--- src/hw/rtl/vtp_pkg.sv ---
// ----------------------------------------------------------------------------
// vtp_pkg
// Shared types, widths and constants of the vertex translate and project block.
// ----------------------------------------------------------------------------
package vtp_pkg;

   localparam int VTP_FRAC_BITS = 12;
   localparam int VTP_COORD_W   = 20;
   localparam int VTP_T_W       = VTP_COORD_W + 1;
   localparam int VTP_SCR_W     = 12;
   localparam int VTP_OUT_W     = 16;
   localparam int VTP_QUO_W     = VTP_OUT_W + 1;
   localparam int VTP_FOCAL     = 300;
   localparam int VTP_FOCAL_W   = 10;
   localparam int VTP_DATA_W    = 32;
   localparam int VTP_ADDR_W    = 5;

   localparam int VTP_POS_LIMIT = 2 ** (VTP_OUT_W - 1) - 1;
   localparam int VTP_NEG_LIMIT = 2 ** (VTP_OUT_W - 1);

   localparam logic [VTP_SCR_W-1:0] VTP_WIDTH_RESET  = 12'd800;
   localparam logic [VTP_SCR_W-1:0] VTP_HEIGHT_RESET = 12'd600;

   typedef enum logic [2:0] {
      VTP_REG_SHIFT_X       = 3'd0,
      VTP_REG_SHIFT_Y       = 3'd1,
      VTP_REG_SHIFT_Z       = 3'd2,
      VTP_REG_SCREEN_WIDTH  = 3'd3,
      VTP_REG_SCREEN_HEIGHT = 3'd4
   } vtp_reg_type;

   typedef struct packed {
      logic signed [VTP_COORD_W-1:0] shift_x;
      logic signed [VTP_COORD_W-1:0] shift_y;
      logic signed [VTP_COORD_W-1:0] shift_z;
      logic        [VTP_SCR_W-1:0]   screen_width;
      logic        [VTP_SCR_W-1:0]   screen_height;
   } vtp_cfg_type;

   typedef struct packed {
      logic valid;
      logic neg;
      logic zero;
   } vtp_ctl_type;

   function automatic int vtp_max(input int a, input int b);
      return (a > b) ? a : b;
   endfunction

   function automatic int vtp_depth_w(input int frac_bits);
      return vtp_max(VTP_T_W, frac_bits + 3) + 1;
   endfunction

   function automatic int vtp_total_w(input int frac_bits);
      return vtp_max(VTP_T_W + VTP_FOCAL_W, VTP_SCR_W + vtp_depth_w(frac_bits)) + 1;
   endfunction

endpackage

--- src/hw/rtl/vtp_csr.sv ---
// ----------------------------------------------------------------------------
// vtp_csr
// Configuration registers behind the APB-style port.
// ----------------------------------------------------------------------------
module vtp_csr
   import vtp_pkg::*;
(
   input  logic                  clock,
   input  logic                  reset,
   input  logic                  psel,
   input  logic                  penable,
   input  logic                  pwrite,
   input  logic [VTP_ADDR_W-1:0] paddr,
   input  logic [VTP_DATA_W-1:0] pwdata,
   output logic [VTP_DATA_W-1:0] prdata,
   output logic                  pready,
   output vtp_cfg_type           cfg
);

   logic signed [VTP_COORD_W-1:0] shift_x_ff;
   logic signed [VTP_COORD_W-1:0] shift_y_ff;
   logic signed [VTP_COORD_W-1:0] shift_z_ff;
   logic        [VTP_SCR_W-1:0]   width_ff;
   logic        [VTP_SCR_W-1:0]   height_ff;
   logic                          wr_en;
   vtp_reg_type                   reg_idx;

   assign pready  = 1'b1;
   assign wr_en   = psel && penable && pwrite;
   assign reg_idx = vtp_reg_type'(paddr[VTP_ADDR_W-1:2]);

   always_ff @(posedge clock) begin
      if (reset) begin
         shift_x_ff <= '0;
         shift_y_ff <= '0;
         shift_z_ff <= '0;
         width_ff   <= VTP_WIDTH_RESET;
         height_ff  <= VTP_HEIGHT_RESET;
      end else if (wr_en) begin
         unique case (reg_idx)
            VTP_REG_SHIFT_X:       shift_x_ff <= $signed(pwdata[VTP_COORD_W-1:0]);
            VTP_REG_SHIFT_Y:       shift_y_ff <= $signed(pwdata[VTP_COORD_W-1:0]);
            VTP_REG_SHIFT_Z:       shift_z_ff <= $signed(pwdata[VTP_COORD_W-1:0]);
            VTP_REG_SCREEN_WIDTH:  width_ff   <= pwdata[VTP_SCR_W-1:0];
            VTP_REG_SCREEN_HEIGHT: height_ff  <= pwdata[VTP_SCR_W-1:0];
            default: ;
         endcase
      end
   end

   always_comb begin
      unique case (reg_idx)
         VTP_REG_SHIFT_X:       prdata = VTP_DATA_W'($unsigned(shift_x_ff));
         VTP_REG_SHIFT_Y:       prdata = VTP_DATA_W'($unsigned(shift_y_ff));
         VTP_REG_SHIFT_Z:       prdata = VTP_DATA_W'($unsigned(shift_z_ff));
         VTP_REG_SCREEN_WIDTH:  prdata = VTP_DATA_W'(width_ff);
         VTP_REG_SCREEN_HEIGHT: prdata = VTP_DATA_W'(height_ff);
         default:               prdata = '0;
      endcase
   end

   assign cfg.shift_x       = shift_x_ff;
   assign cfg.shift_y       = shift_y_ff;
   assign cfg.shift_z       = shift_z_ff;
   assign cfg.screen_width  = width_ff;
   assign cfg.screen_height = height_ff;

   a_shift_z_write : assert property (@(posedge clock) disable iff (reset)
      wr_en && (reg_idx == VTP_REG_SHIFT_Z)
      |=> $unsigned(shift_z_ff) == $past(pwdata[VTP_COORD_W-1:0]))
      else $error("shift_z did not take the written value");

endmodule

--- config.mk ---
export PLATFORM = sky130hd
export DESIGN_NAME = vtp_csr
export DESIGN_NICKNAME = d
export VERILOG_FILES = /design/src/hw/rtl/vtp_pkg.sv /design/src/hw/rtl/vtp_csr.sv
export SDC_FILE = /design/constraint.sdc
export NUM_CORES = 1
export LEC_CHECK = 0
export ABC_AREA = 1
export BUFFER_PORTS_ARGS = -buffer_cell sky130_fd_sc_hd__buf_4
export CORE_AREA = 2 2 96 98
export DETAILED_ROUTE_END_ITERATION = 10
export DIE_AREA = 0 0 98 100
export GPL_TIMING_DRIVEN = 0
export PLACE_DENSITY = 0.79
export SLEW_MARGIN = 0
export SYNTH_ARGS = -nofsm -noshare
export SYNTH_HDL_FRONTEND = slang
export SYNTH_SLANG_ARGS = --single-unit
--- constraint.sdc ---
create_clock -name clock -period 1.2 [get_ports clock]
set_clock_uncertainty 0.1 [all_clocks]
set_input_delay 0.06 -clock clock [delete_from_list [all_inputs] [get_ports clock]]
set_output_delay 0.06 -clock clock [all_outputs]
set_load 0.03 [all_outputs]
# Word level (Yosys, flattened, before mapping)
# Cells that the tools add are included.
[word_totals]
elab_cells = 18
ff_bits = 84
[classes]
n_mux = 1
n_eq_ne = 4
reduce_logical = 8
[ops]
columns = ["op", "n"]
rows = [
  ["$pmux 20 s5", 1],
  ["$reduce_and 2->1", 5],
  ["$eq 3x2->1 const B", 2],
  ["$eq 3x1->1 const B", 1],
  ["$eq 3x3->1 const B", 1],
  ["$logic_not 3->1", 1],
  ["$logic_and 1x1->1", 2],
]

# Longest topological paths before layout
# Gate-level depths: netlist of the first run.
[logic_depth]
ltp_word = 3
mapped_depth = 9
depth_no_buf = 7

# Worst setup path after synthesis of the first run
# Ideal clock, no wire load.
[synth_path]
kind = "input-to-output"
startpoint = "input paddr[3]"
endpoint = "output prdata[13]"
arrival_ps = 1019
setup_slack_ps = 21
stages = 7
required_time_ps = 1040
cell_sequence = "buf_4 > inv_2 > nand2_2 > nor2_4 > buf_2 > nand2_1 > nand3_1"
[synth_via]
elab_chain_len = 2
word_cells_on_any_way = 6
[synth_lines]
columns = ["item", "line_no", "source"]
rows = [
  ["start: declaration", "vtp_csr.sv:13", "input logic [VTP_ADDR_W-1:0] paddr,"],
  ["$eq 3x3->1 (tied with other cells)", "vtp_csr.sv:52", "unique case (reg_idx)"],
  ["$pmux 20 s5 (*)", "vtp_csr.sv:52", ""],
  ["end: declaration", "vtp_csr.sv:15", "output logic [VTP_DATA_W-1:0] prdata,"],
]
# Every way passes the cells marked *; elsewhere a longest branch is shown, timed or not.

# Final worst setup path of the first run
[layout_path]
startpoint = "register width_ff[5]"
endpoint = "output prdata[5]"
[layout_via]
elab_chain_len = 1
[layout_lines]
columns = ["item", "line_no", "source"]
rows = [
  ["start: declaration", "vtp_csr.sv:23", "logic [VTP_SCR_W-1:0] width_ff;"],
  ["start signal: assignment", "vtp_csr.sv:44", "VTP_REG_SCREEN_WIDTH: width_ff <= pwdata[VTP_SCR_W-1:0];"],
  ["$pmux 20 s5", "vtp_csr.sv:52", ""],
]
# Every way passes these cells.

==> results of run 1 <==
-- through the flow --
stage	total power, mW	setup slack (ns)	TNS (ns)	hold slack (ns)
2_1_floorplan	3.46	0.0213	0	0.0862
3_3_place_gp	3.74	-0.259	-18.46	0.183
3_5_place_dp	3.76	-0.294	-21.22	0.186
4_1_cts	6.14	-0.170	-1.71	0.00772
5_1_grt	6.39	-0.233	-3.06	0.0457
6_report	6.20	-0.234	-2.09	0.0242
-- sequential cells by signal, summed over array words and instances, names as in the netlist --
register and count:
shift_y_ff 20, width_ff 12, shift_z_ff 20, shift_x_ff 20
height_ff 12
-- layout make-up --
cell class | count | area share
Multi-Input combinational cell | 503 | 0.354
Sequential cell | 84 | 0.270
Timing Repair Buffer | 190 | 0.244
Buffer | 58 | 0.0593
Clock buffer | 11 | 0.0234
Tap cell | 111 | 0.0215
Inverter | 28 | 0.0167
Clock inverter | 4 | 0.0112
-- power by group --
group	switching, mW	internal, mW	leakage (nW)
Combinational	0.632	0.381	2.50
Sequential	0.0303	2.82	0.697
Clock	1.06	1.27	0.111
Total	1.72	4.48	3.31
-- layout by cell type, fill, tap and decap left out --
cell,Yosys,final
sky130_fd_sc_hd__buf_12,0,1
sky130_fd_sc_hd__buf_2,18,13
sky130_fd_sc_hd__buf_4,20,172
sky130_fd_sc_hd__buf_6,5,29
sky130_fd_sc_hd__buf_8,0,2
sky130_fd_sc_hd__bufinv_16,0,2
sky130_fd_sc_hd__clkbuf_1,15,10
sky130_fd_sc_hd__clkbuf_2,0,5
sky130_fd_sc_hd__clkbuf_8,0,11
sky130_fd_sc_hd__clkinv_2,0,1
sky130_fd_sc_hd__clkinvlp_4,0,1
sky130_fd_sc_hd__conb_1,2,13
sky130_fd_sc_hd__dfxtp_1,84,33
sky130_fd_sc_hd__dfxtp_2,0,51
sky130_fd_sc_hd__dlygate4sd3_1,0,16
sky130_fd_sc_hd__inv_1,25,25
sky130_fd_sc_hd__inv_2,3,2
sky130_fd_sc_hd__inv_4,0,1
sky130_fd_sc_hd__nand2_1,179,163
sky130_fd_sc_hd__nand2_2,1,13
sky130_fd_sc_hd__nand2_4,0,4
sky130_fd_sc_hd__nand3_1,119,103
sky130_fd_sc_hd__nand3_2,1,17
sky130_fd_sc_hd__nand4_1,12,12
sky130_fd_sc_hd__nor2_1,172,166
sky130_fd_sc_hd__nor2_2,2,6
sky130_fd_sc_hd__nor2_4,3,5
sky130_fd_sc_hd__nor2_8,1,1
-- critical path, stage by stage (launching register included) --
cell and delay [ns]:
sky130_fd_sc_hd__dfxtp_2 0.34, sky130_fd_sc_hd__nand4_1 0.09, sky130_fd_sc_hd__nand2_1 0.10, sky130_fd_sc_hd__nor2_1 0.13
sky130_fd_sc_hd__nand2_1 0.11, sky130_fd_sc_hd__buf_6 0.15
-- metal layers --
metal	share of wire	vias to the layer above
li1	-	2472
met1	0.39	2417
met2	0.50	285
met3	0.090	39
met4	0.026	0
met5	0	-
-- worst max path at each step --
stage / startpoint / to / slack, ns
floorplan: paddr[3] / prdata[13] / 0.02
global placement: reset / width_ff[1]$_SDFFE_PP0P_ / -0.26
detailed placement: reset / shift_z_ff[5]$_SDFFE_PP0P_ / -0.29
CTS: height_ff[5]$_SDFFE_PP0P_ / prdata[5] / -0.17
global route: height_ff[0]$_SDFFE_PP0P_ / prdata[0] / -0.23
finish: width_ff[5]$_SDFFE_PP1P_ / prdata[5] / -0.23
-- cell families (layout without fill, tap and decap cells) --
family | Yosys count | after routing | synth area share
simple gates | 490 | 490 | 0.491
buf+inv | 87 | 291 | 0.109
flops | 84 | 84 | 0.398
other cells | 2 | 13 | 0.00178
-- repair_timing --
action	in CTS	in global routing
gates resized for setup	96	54
endpoints found under the hold margin	40	0
hold buffers	16	0
endpoints found under the setup margin	20	52
buffers inserted	38	7
pin swaps	46	19
cloned	2	0
==> metrics, run 1 <==
status finished, violations left; violated checks negative setup slack; effective utilization at floorplan 0.475; CP endpoint kind primary output; setup repair after global routing missed its margin yes; combined area of the multi-input logic cells ~2300 sq um; gate count after technology mapping 663; share of flip-flops with an asynchronous set or reset after synthesis 0; most congested layer reported by global routing met2; total clock buffers created by CTS 9; most numerous cell types in the synthesized netlist sky130_fd_sc_hd__nand2_1 (179), sky130_fd_sc_hd__nor2_1 (172), sky130_fd_sc_hd__nand3_1 (119), sky130_fd_sc_hd__dfxtp_1 (84), sky130_fd_sc_hd__inv_1 (25); hold violation count in the final report 0; register area 1750 sq um; clock latency at the later pin of the worst-skew pair approximately 0.36 ns; routing usage on met2 0.539; via count of the first global-routing pass between 4000 and 5000; via-per-instance ratio 5.27; fraction of the cycle the final worst path needs 1.20; min setup slack post-route -0.234 ns; DRC viols 0; met3 track demand over resource 0.0585; final cell utilization of the core 0.726; post-layout instance count excluding filler cells 989; cell count after placement 915; cells on worst reg2reg path 3; Max VDD drop 0.651 mV; Worst Path Class, Setup flop to primary output; Die Width slightly below 100 um; number of setup violations in the final report 20; Crit Reg-Reg Endpoint height_ff[8]$_SDFFE_PP0P_; clock sink total 84; Synth-to-Final Area Change 52.9%; Worst Hold Endpoint height_ff[2]$_SDFFE_PP0P_; Final Slew Violations 0; routed wire length ~16000 um; max cap viols 0; iteration count of the initial detailed-routing pass 5; minimum period implied by the final worst setup slack 1.43 ns; number of buffers added on ports 130; data arrival at the endpoint of the critical path 1.27 ns; Required @ worst endpoint 1.04 ns; Die Outline Area slightly below 10000 sq um; Hold Crit Class input pin to flop; number of distinct library cells after synthesis 18; ranking of synthesized cells by area sky130_fd_sc_hd__dfxtp_1 (40%), sky130_fd_sc_hd__nand2_1 (16%), sky130_fd_sc_hd__nor2_1 (15%), sky130_fd_sc_hd__nand3_1 (14%), sky130_fd_sc_hd__buf_4 (3.6%); placed inst area ~5400 sq um; Max Fclk ~700 MHz; die height roughly 100 um; Via Count 5213; cell type with the highest aggregate area in the netlist sky130_fd_sc_hd__dfxtp_1; top flip-flop cell by instance count after synthesis sky130_fd_sc_hd__dfxtp_1; total inserted antenna cells 0; Fillers 701; TritonCTS clock tree built; slack of the worst reg-to-reg path 0.35 ns; actual slew at the worst max-slew pin 0.619 ns; Static Leakage around 3.3 nW; flip-flop and latch count after synthesis 84; estimated wirelength of the detail-placed design between 10000 and 15000 um; ratio of total power to cell area 960 nW/um^2; clock tree buffer depth 2; global placement routability congestion just over 0.9; global-route wire length before repair 24300 um; core region area 8890 sq um; Yosys warning count 0; share of the synthesized area in the top cell type 0.398; Hold Path Stages 5; number of H-tree levels 3; Critical R2R Launch height_ff[8]$_SDFFE_PP0P_; final std cell area, no fill about 6500 sq um; Post-Synthesis Mean Instance Area roughly 6.4 sq um; clock transition at the registers of the reported paths 0.09 ns; GRT Residual Overflow 0; net count of the finished layout 916; Wirelength per Cell 16.0 um; headroom to the max-slew limit 0.587; CTS root buf sky130_fd_sc_hd__clkbuf_8; number of flops mapped to enable cells by yosys 0; initial antenna violation count 0; fraction of met1 tracks used by global routing 0.384; Post-Synthesis Cell Area 4220 sq um; maximum fanout encountered on the critical timing path 2; worst hold path startpoint pwdata[2]; fraction of final layout cells sized beyond drive strength 1 0.384; violation count after the first detailed-routing iteration ~380; cell with the most instances after synthesis sky130_fd_sc_hd__nand2_1; overall track demand over capacity in global routing 0.314; portion of the post-synthesis area used by sequential elements 0.398; startpoint types flop; Core Rows 35; maximum number of pins on one net before global-route repair 14; IO Count 159; antenna-violating nets left 0
(Power assumes the default switching activity.)
==> inputs of run 2 (changes only) <==
--- a/config.mk
+++ b/config.mk
@@ -7,11 +7,11 @@
 export LEC_CHECK = 0
 export ABC_AREA = 1
 export BUFFER_PORTS_ARGS = -buffer_cell sky130_fd_sc_hd__buf_4
-export CORE_AREA = 2 2 96 98
+export CORE_AREA = 2 2 95 97
 export DETAILED_ROUTE_END_ITERATION = 10
-export DIE_AREA = 0 0 98 100
+export DIE_AREA = 0 0 97 99
 export GPL_TIMING_DRIVEN = 0
-export PLACE_DENSITY = 0.79
+export PLACE_DENSITY = 0.8
 export SLEW_MARGIN = 0
 export SYNTH_ARGS = -nofsm -noshare
 export SYNTH_HDL_FRONTEND = slang
==> constraint.sdc (replaced) <==
create_clock -name clock -period 1.8 [get_ports clock]
set_clock_uncertainty 0.1 [all_clocks]
set_input_delay 0.09 -clock clock [delete_from_list [all_inputs] [get_ports clock]]
set_output_delay 0.09 -clock clock [all_outputs]
set_load 0.03 [all_outputs]
==> metrics, run 2 (synthesized netlist as in run 1, its figures left out) <==
max cap viols 0 (unchanged); hold violation count in the final report 0 (unchanged); via-per-instance ratio 5.17 (was 5.27); Wirelength per Cell 15.1 um (was 16.0 um); final std cell area, no fill 5710 sq um (was 6460 sq um); total inserted antenna cells 0 (unchanged); critical path's most frequent cell sky130_fd_sc_hd__buf_4 (was sky130_fd_sc_hd__nand2_1); maximum fanout encountered on the critical timing path 10 (was 2); Final Slew Violations 0 (unchanged); maximum number of pins on one net before global-route repair 15 (was 14); iteration count of the initial detailed-routing pass 5 (unchanged); CP cell instances buf_4 > buf_4 > nor2_4 > buf_2 > nand2_1 > nand3_1 > buf_4 (was nand4_1 > nand2_1 > nor2_1 > nand2_1 > buf_6); TritonCTS clock tree built (unchanged); placed inst area 5370 sq um (was 5380 sq um); Hold Crit Class input pin to flop (unchanged); fraction of the cycle the final worst path needs 0.832; Die Outline Area 9600 sq um (was 9800 sq um); GRT Residual Overflow 0 (unchanged); combined area of the multi-input logic cells 2120 sq um (was 2280 sq um); ratio of total power to cell area 676 nW/um^2 (was 960 nW/um^2); status complete, no violations (was finished, violations left); minimum period implied by the final worst setup slack between 1 and 1.5 ns; net count of the finished layout 871 (was 916); effective utilization at floorplan 0.494 (was 0.475); violation count after the first detailed-routing iteration 317 (was 382); core region area 8550 sq um (was 8890 sq um); most common cell after layout, fill and taps aside sky130_fd_sc_hd__nand2_1 (was sky130_fd_sc_hd__buf_4); global-route wire length before repair 22800 um (was 24300 um); die height 99 um (was 100 um); CP endpoint kind primary output (unchanged); library cell contributing the largest single delay on the critical path sky130_fd_sc_hd__buf_2 (was sky130_fd_sc_hd__dfxtp_2); most frequent cells in the layout sky130_fd_sc_hd__nand2_1 (179), sky130_fd_sc_hd__nor2_1 (172), sky130_fd_sc_hd__buf_4 (150), sky130_fd_sc_hd__nand3_1 (119), sky130_fd_sc_hd__dfxtp_1 (84) (was sky130_fd_sc_hd__buf_4 (172), sky130_fd_sc_hd__nor2_1 (166), sky130_fd_sc_hd__nand2_1 (163), sky130_fd_sc_hd__nand3_1 (103), sky130_fd_sc_hd__dfxtp_2 (51)); fraction of final layout cells sized beyond drive strength 1 0.237 (was 0.384); Die Width 97 um (was 98 um); crit-path leading delay family buffers and inverters (was simple AND/OR/NAND/NOR gates); CTS root buf sky130_fd_sc_hd__clkbuf_8 (unchanged); Worst path max stage delay 0.31 ns (was 0.34 ns); Required @ worst endpoint 1.61 ns (was 1.04 ns); number of buffers added on ports 130 (unchanged); post-cts sizing count 0 (was 96); Synth-to-Final Area Change 35.2% (was 52.9%); antenna-violating nets left 0 (unchanged); via count of the first global-routing pass 4523 (was 4950); Fillers 792 (was 701); startpoint types input pin (was flop); overall track demand over capacity in global routing 0.297 (was 0.314); Worst Path Class, Setup input pin to primary output (was flop to primary output); initial antenna violation count 0 (unchanged); cell count after placement 912 (was 915); clock sink total 84 (unchanged); estimated wirelength of the detail-placed design 10500 um (was 10400 um); Max Fclk between 600 and 700 MHz; number of setup violations in the final report 0 (was 20); Static Leakage 2.87 nW (was 3.31 nW); clock tree buffer depth 2 (unchanged); actual slew at the worst max-slew pin 0.633 ns (was 0.619 ns); Via Count 4869 (was 5213); register area 1680 sq um (was 1750 sq um); DRC viols 0 (unchanged); total negative slack for setup checks 0 ns (was -2.09 ns); routed wire length 14200 um (was 15800 um); IO Count 159 (unchanged); headroom to the max-slew limit 0.578 (was 0.587); number of H-tree levels 3 (unchanged); clock transition at the registers of the reported paths 0.09 ns (about the same); Core Rows 34 (was 35); data arrival at the endpoint of the critical path 1.31 ns (was 1.27 ns); Max VDD drop 0.404 mV (was 0.651 mV); post-layout instance count excluding filler cells 942 (was 989); Buf+Inv Stages, Crit Path 4 (was 1); clock latency at the later pin of the worst-skew pair 0.36 ns (about the same); global placement routability congestion 0.900 (was 0.911); worst hold slack across all endpoints 0.0222 ns (was 0.0242 ns); total clock buffers created by CTS 9 (unchanged); largest registers shift_x_ff: 20 flops, shift_y_ff: 20 flops, shift_z_ff: 20 flops (unchanged); setup repair after global routing missed its margin no (was yes)
[run 2: changes by cell type in the layout (fill, tap and decap cells not counted), moves of 7 or more]
cell,previous run,this run
sky130_fd_sc_hd__dfxtp_1,33,84
sky130_fd_sc_hd__dfxtp_2,51,0
sky130_fd_sc_hd__buf_6,29,5
sky130_fd_sc_hd__buf_4,172,150
sky130_fd_sc_hd__nand2_1,163,179
sky130_fd_sc_hd__nand3_1,103,119
sky130_fd_sc_hd__nand3_2,17,1
sky130_fd_sc_hd__nand2_2,13,1
sky130_fd_sc_hd__clkbuf_1,10,17
[run 2: worst reg2reg max path, delay by kind of cell, from the launching register on]
family           cells  cell delay (ns)
and+or+nand+nor      2             0.20
DFF                  1             0.39
[run 2: per-stage QoR]
step | setup slack (ns) | util | power (mW)
finish | 0.303 | 0.668 | 3.86
floorplan | 0.561 | - | 2.31
detailed placement | 0.273 | 0.628 | 2.50
global placement | 0.304 | 0.628 | 2.50
global route | 0.201 | 0.668 | 3.98
CTS | 0.320 | 0.668 | 3.85
[run 2: timing repair]
| item | 4_1_cts | 5_1_grt |
|---|---|---|
| hold buffers | 14 | 0 |
| setup endpoints to repair | 0 | 0 |
| buffers inserted | 0 | 0 |
| endpoints found under the hold margin | 28 | 0 |
[run 2: path summary, 6_finish.rpt]
kind,endpoint,cells after the start,slack [ns],startpoint
worst min-delay path,width_ff[11]$_SDFFE_PP0P_,5,0.02,pwdata[11]
worst min register to register,height_ff[9]$_SDFFE_PP1P_,2,0.40,height_ff[9]$_SDFFE_PP1P_
worst max register to register,shift_y_ff[16]$_SDFFE_PP0P_,2,1.04,shift_y_ff[16]$_SDFFE_PP0P_
worst max-delay path,prdata[14],7,0.30,paddr[2]
[run 2: layout make-up]
class | instances | share of cell area
Timing Repair Buffer | 144 | 0.196
Inverter | 28 | 0.0184
Sequential cell | 84 | 0.295
Buffer | 59 | 0.0625
Multi-Input combinational cell | 503 | 0.371
Clock buffer | 11 | 0.0230
Tap cell | 108 | 0.0237
Clock inverter | 5 | 0.0110
[run 2: routing by layer]
layer | part of all wire | GRT usage
met1 | 0.42 | 0.381
met2 | 0.47 | 0.498
met3 | 0.088 | 0.0532
met4 | 0.020 | 0.116
met5 | 0 | 0
[run 2: report_power, final]
part | switching [mW] | internal, mW | leakage (nW)
clock network | 0.715 | 0.648 | 0.0897
registers | 0.0225 | 1.88 | 0.678
logic | 0.385 | 0.206 | 2.10
total | 1.12 | 2.73 | 2.87
==> inputs of run 3 (changes only) <==
--- a/config.mk
+++ b/config.mk
@@ -5,13 +5,13 @@
 export SDC_FILE = /design/constraint.sdc
 export NUM_CORES = 1
 export LEC_CHECK = 0
-export ABC_AREA = 1
+export ABC_AREA = 0
 export BUFFER_PORTS_ARGS = -buffer_cell sky130_fd_sc_hd__buf_4
-export CORE_AREA = 2 2 95 97
+export CORE_AREA = 2 2 100 102
 export DETAILED_ROUTE_END_ITERATION = 10
-export DIE_AREA = 0 0 97 99
+export DIE_AREA = 0 0 102 104
 export GPL_TIMING_DRIVEN = 0
-export PLACE_DENSITY = 0.8
+export PLACE_DENSITY = 0.76
 export SLEW_MARGIN = 0
 export SYNTH_ARGS = -nofsm -noshare
 export SYNTH_HDL_FRONTEND = slang
==> constraint.sdc (replaced) <==
create_clock -name clock -period 1.3 [get_ports clock]
set_clock_uncertainty 0.1 [all_clocks]
set_input_delay 0.065 -clock clock [delete_from_list [all_inputs] [get_ports clock]]
set_output_delay 0.065 -clock clock [all_outputs]
set_load 0.03 [all_outputs]
==> metrics, run 3 <==
Required @ worst endpoint 1.13 ns (was 1.61 ns); total clock buffers created by CTS 9 (unchanged); total negative slack for setup checks -3.49 ns (was 0 ns); die height 104 um (was 99 um); initial antenna violation count 0 (unchanged); CP endpoint kind primary output (unchanged); cell type with the highest aggregate area in the netlist sky130_fd_sc_hd__dfxtp_1 (unchanged); cells on worst reg2reg path 3 (was 2); most numerous cell types in the synthesized netlist sky130_fd_sc_hd__dfxtp_1 (84), sky130_fd_sc_hd__nand2b_1 (78), sky130_fd_sc_hd__mux2i_1 (74), sky130_fd_sc_hd__o21ai_1 (32), sky130_fd_sc_hd__nor2b_1 (23) (was sky130_fd_sc_hd__nand2_1 (179), sky130_fd_sc_hd__nor2_1 (172), sky130_fd_sc_hd__nand3_1 (119), sky130_fd_sc_hd__dfxtp_1 (84), sky130_fd_sc_hd__inv_1 (25)); ratio of total power to cell area 898 nW/um^2 (was 676 nW/um^2); global-route wire length before repair 22400 um (was 22800 um); CTS root buf sky130_fd_sc_hd__clkbuf_8 (unchanged); CP cell instances mux2_4 > a22oi_2 > o22ai_2 > buf_6 (was buf_4 > buf_4 > nor2_4 > buf_2 > nand2_1 > nand3_1 > buf_4); violated checks negative setup slack; Synth-to-Final Area Change 52.2% (was 35.2%); violation count after the first detailed-routing iteration 305 (was 317); effective utilization at floorplan 0.439 (was 0.494); clock tree buffer depth 2 (unchanged); via-per-instance ratio 5.40 (was 5.17); flip-flop and latch count after synthesis 84 (unchanged); slack of the worst reg-to-reg path 0.31 ns (was 1.04 ns); status finished, violations left (was complete, no violations); hold violation count in the final report 0 (unchanged); antenna-violating nets left 0 (unchanged); actual slew at the worst max-slew pin 0.665 ns (was 0.633 ns); clock transition at the registers of the reported paths 0.10 ns (was 0.09 ns); core region area 9550 sq um (was 8550 sq um); routed wire length 15000 um (was 14200 um); clock latency at the later pin of the worst-skew pair 0.37 ns (was 0.36 ns); portion of the post-synthesis area used by sequential elements 0.401 (was 0.398); estimated wirelength of the detail-placed design 9660 um (was 10500 um); setup repair after global routing missed its margin yes (was no); number of setup violations in the final report 20 (was 0); Max VDD drop 0.540 mV (was 0.404 mV); Die Width 102 um (was 97 um); startpoint types flop (was input pin); Hold Crit Class input pin to flop (unchanged); IO Count 159 (unchanged); min setup slack post-route -0.259 ns (was 0.303 ns); instance count on the critical path 4 (was 7); share of flip-flops with an asynchronous set or reset after synthesis 0 (unchanged); fraction of final layout cells sized beyond drive strength 1 0.461 (was 0.237); TritonCTS clock tree built (unchanged); library cell contributing the largest single delay on the critical path sky130_fd_sc_hd__dfxtp_2 (was sky130_fd_sc_hd__buf_2); crit path to prdata[8] (was prdata[14]); number of flops mapped to enable cells by yosys 0 (unchanged); Buf+Inv Stages, Crit Path 1 (was 4); gate count after technology mapping 441 (was 663); Crit Reg-Reg Endpoint shift_y_ff[9]$_SDFFE_PP0P_ (was shift_y_ff[16]$_SDFFE_PP0P_); number of distinct library cells after synthesis 27 (was 18); source of the critical timing path shift_z_ff[8]$_SDFFE_PP0P_ (was paddr[2]); final std cell area, no fill 6380 sq um (was 5710 sq um); maximum fanout encountered on the critical timing path 2 (was 10); maximum number of pins on one net before global-route repair 14 (was 15); Core Rows 36 (was 34); placed inst area 5450 sq um (was 5370 sq um); net count of the finished layout 681 (was 871); via count of the first global-routing pass 4203 (was 4523); largest registers shift_x_ff: 20 flops, shift_y_ff: 20 flops, shift_z_ff: 20 flops (unchanged); Wirelength per Cell 19.3 um (was 15.1 um); cell with the most instances after synthesis sky130_fd_sc_hd__dfxtp_1 (was sky130_fd_sc_hd__nand2_1); most frequent cells in the layout sky130_fd_sc_hd__buf_4 (153), sky130_fd_sc_hd__nand2b_1 (78), sky130_fd_sc_hd__mux2i_1 (72), sky130_fd_sc_hd__dfxtp_1 (44), sky130_fd_sc_hd__dfxtp_2 (40) (was sky130_fd_sc_hd__nand2_1 (179), sky130_fd_sc_hd__nor2_1 (172), sky130_fd_sc_hd__buf_4 (150), sky130_fd_sc_hd__nand3_1 (119), sky130_fd_sc_hd__dfxtp_1 (84)); Fillers 770 (was 792); global placement routability congestion 0.864 (was 0.900); Yosys warning count 0 (unchanged); number of buffers added on ports 129 (was 130); Worst Path Class, Setup flop to primary output (was input pin to primary output); ranking of synthesized cells by area sky130_fd_sc_hd__dfxtp_1 (40%), sky130_fd_sc_hd__mux2i_1 (18%), sky130_fd_sc_hd__nand2b_1 (12%), sky130_fd_sc_hd__a22oi_1 (3.9%), sky130_fd_sc_hd__o21ai_1 (3.8%) (was sky130_fd_sc_hd__dfxtp_1 (40%), sky130_fd_sc_hd__nand2_1 (16%), sky130_fd_sc_hd__nor2_1 (15%), sky130_fd_sc_hd__nand3_1 (14%), sky130_fd_sc_hd__buf_4 (3.6%)); Post-Synthesis Cell Area 4190 sq um (was 4220 sq um); max cap viols 0 (unchanged); DRC viols 0 (unchanged); share of the synthesized area in the top cell type 0.401 (was 0.398); headroom to the max-slew limit 0.556 (was 0.578); total inserted antenna cells 0 (unchanged); Post-Synthesis Mean Instance Area 9.50 sq um (was 6.37 sq um); cell count after placement 714 (was 912); GRT Residual Overflow 0 (unchanged); data arrival at the endpoint of the critical path 1.39 ns (was 1.31 ns); top flip-flop cell by instance count after synthesis sky130_fd_sc_hd__dfxtp_1 (unchanged); Max Fclk ~640 MHz; Critical R2R Launch shift_y_ff[9]$_SDFFE_PP0P_ (was shift_y_ff[16]$_SDFFE_PP0P_); most common cell after layout, fill and taps aside sky130_fd_sc_hd__buf_4 (was sky130_fd_sc_hd__nand2_1); Worst path max stage delay 0.33 ns (was 0.31 ns); clock sink total 84 (unchanged); Static Leakage 3.01 nW (was 2.87 nW); number of H-tree levels 3 (unchanged); Final Slew Violations 0 (unchanged); worst hold slack across all endpoints 0.0339 ns (was 0.0222 ns); Via Count 4194 (was 4869); post-layout instance count excluding filler cells 777 (was 942); Die Outline Area 10600 sq um (was 9600 sq um); fraction of the cycle the final worst path needs 1.20; overall track demand over capacity in global routing 0.279 (was 0.297); Design Power 5.73 mW (was 3.86 mW); iteration count of the initial detailed-routing pass 5 (unchanged); minimum period implied by the final worst setup slack roughly 1.6 ns; crit-path leading delay family flip-flops (was buffers and inverters)
-- run 3: cell count changes after synthesis, moves of 11 or more --
cell                       delta
sky130_fd_sc_hd__nand3_1    -117
sky130_fd_sc_hd__o22ai_1     +11
sky130_fd_sc_hd__nand4_1     -12
sky130_fd_sc_hd__inv_1       -25
sky130_fd_sc_hd__o21ai_1     +32
sky130_fd_sc_hd__mux2i_1     +74
sky130_fd_sc_hd__nand2b_1    +78
sky130_fd_sc_hd__nor2b_1     +23
sky130_fd_sc_hd__mux2_1      +11
sky130_fd_sc_hd__nor2_1     -151
sky130_fd_sc_hd__nand2_1    -179
sky130_fd_sc_hd__a22oi_1     +22
-- run 3: layout make-up --
type                       count  area, sq um  area share
buffer                        51          318      0.0498
clock buffer                  12          155      0.0243
clock inverter                 4         95.1      0.0149
multi-input combinational    316         2460       0.385
sequential                    84         1730       0.272
tap                          133          166      0.0261
timing repair buffer         177         1450       0.228
-- run 3: cell families after synthesis --
family	after synthesis	share of synthesized area
flops	84	0.401
compound gates	84	0.125
buf+inv	52	0.0726
other cells	2	0.00179
mux	85	0.206
simple gates	134	0.192
-- run 3: metal layers --
| metal | track usage | up-vias | part of all wire | routed length [um] |
|---|---|---|---|---|
| met2 | 0.445 | 225 | 0.48 | 7280 |
| li1 | - | 1896 | - | - |
| met1 | 0.348 | 2025 | 0.41 | 6120 |
| met3 | 0.0457 | 48 | 0.066 | 990 |
| met5 | 0 | - | 0 | 0 |
| met4 | 0.166 | 0 | 0.043 | 640 |
-- run 3: stage by stage --
step / util / worst slack, ns
2_1_floorplan: - / 0.0320
5_1_grt: 0.668 / -0.299
3_5_place_dp: 0.571 / -0.376
3_3_place_gp: 0.571 / -0.349
6_report: 0.668 / -0.259
4_1_cts: 0.664 / -0.278
-- run 3: where the power goes --
| part | switching, mW | total, mW | leakage, nW | internal (mW) |
|---|---|---|---|---|
| Sequential | 0.0164 | 2.61 | 0.696 | 2.59 |
| Clock | 0.964 | 2.34 | 0.127 | 1.38 |
| Combinational | 0.454 | 0.774 | 2.19 | 0.320 |
-- run 3: timing repair --
item / CTS / global route
endpoints found under the setup margin: 20 / 20
gates resized for setup: 89 / 10
pin swaps: 21 / 6
hold buffers: 20 / 0
endpoints found under the hold margin: 68 / 0
buffers inserted: 27 / 1
-- run 3: worst min path at each step --
stage,from,to,slack [ns],cells past startpoint
detailed placement,pwdata[3],height_ff[3]$_SDFFE_PP1P_,0.25,3
finish,paddr[3],shift_x_ff[6]$_SDFFE_PP0P_,0.03,4
floorplan,pwdata[5],width_ff[5]$_SDFFE_PP1P_,0.13,2
global placement,pwdata[3],height_ff[3]$_SDFFE_PP1P_,0.24,3
global route,paddr[3],shift_x_ff[6]$_SDFFE_PP0P_,0.06,4
CTS,paddr[3],shift_x_ff[6]$_SDFFE_PP0P_,0.04,4
-- run 3: tightest hold or removal path: cells and delay by family --
family / cells / cell delay, ns
and+or+nand+nor: 2 / 0.20
buffers and inverters: 1 / 0.10
muxes: 1 / 0.10
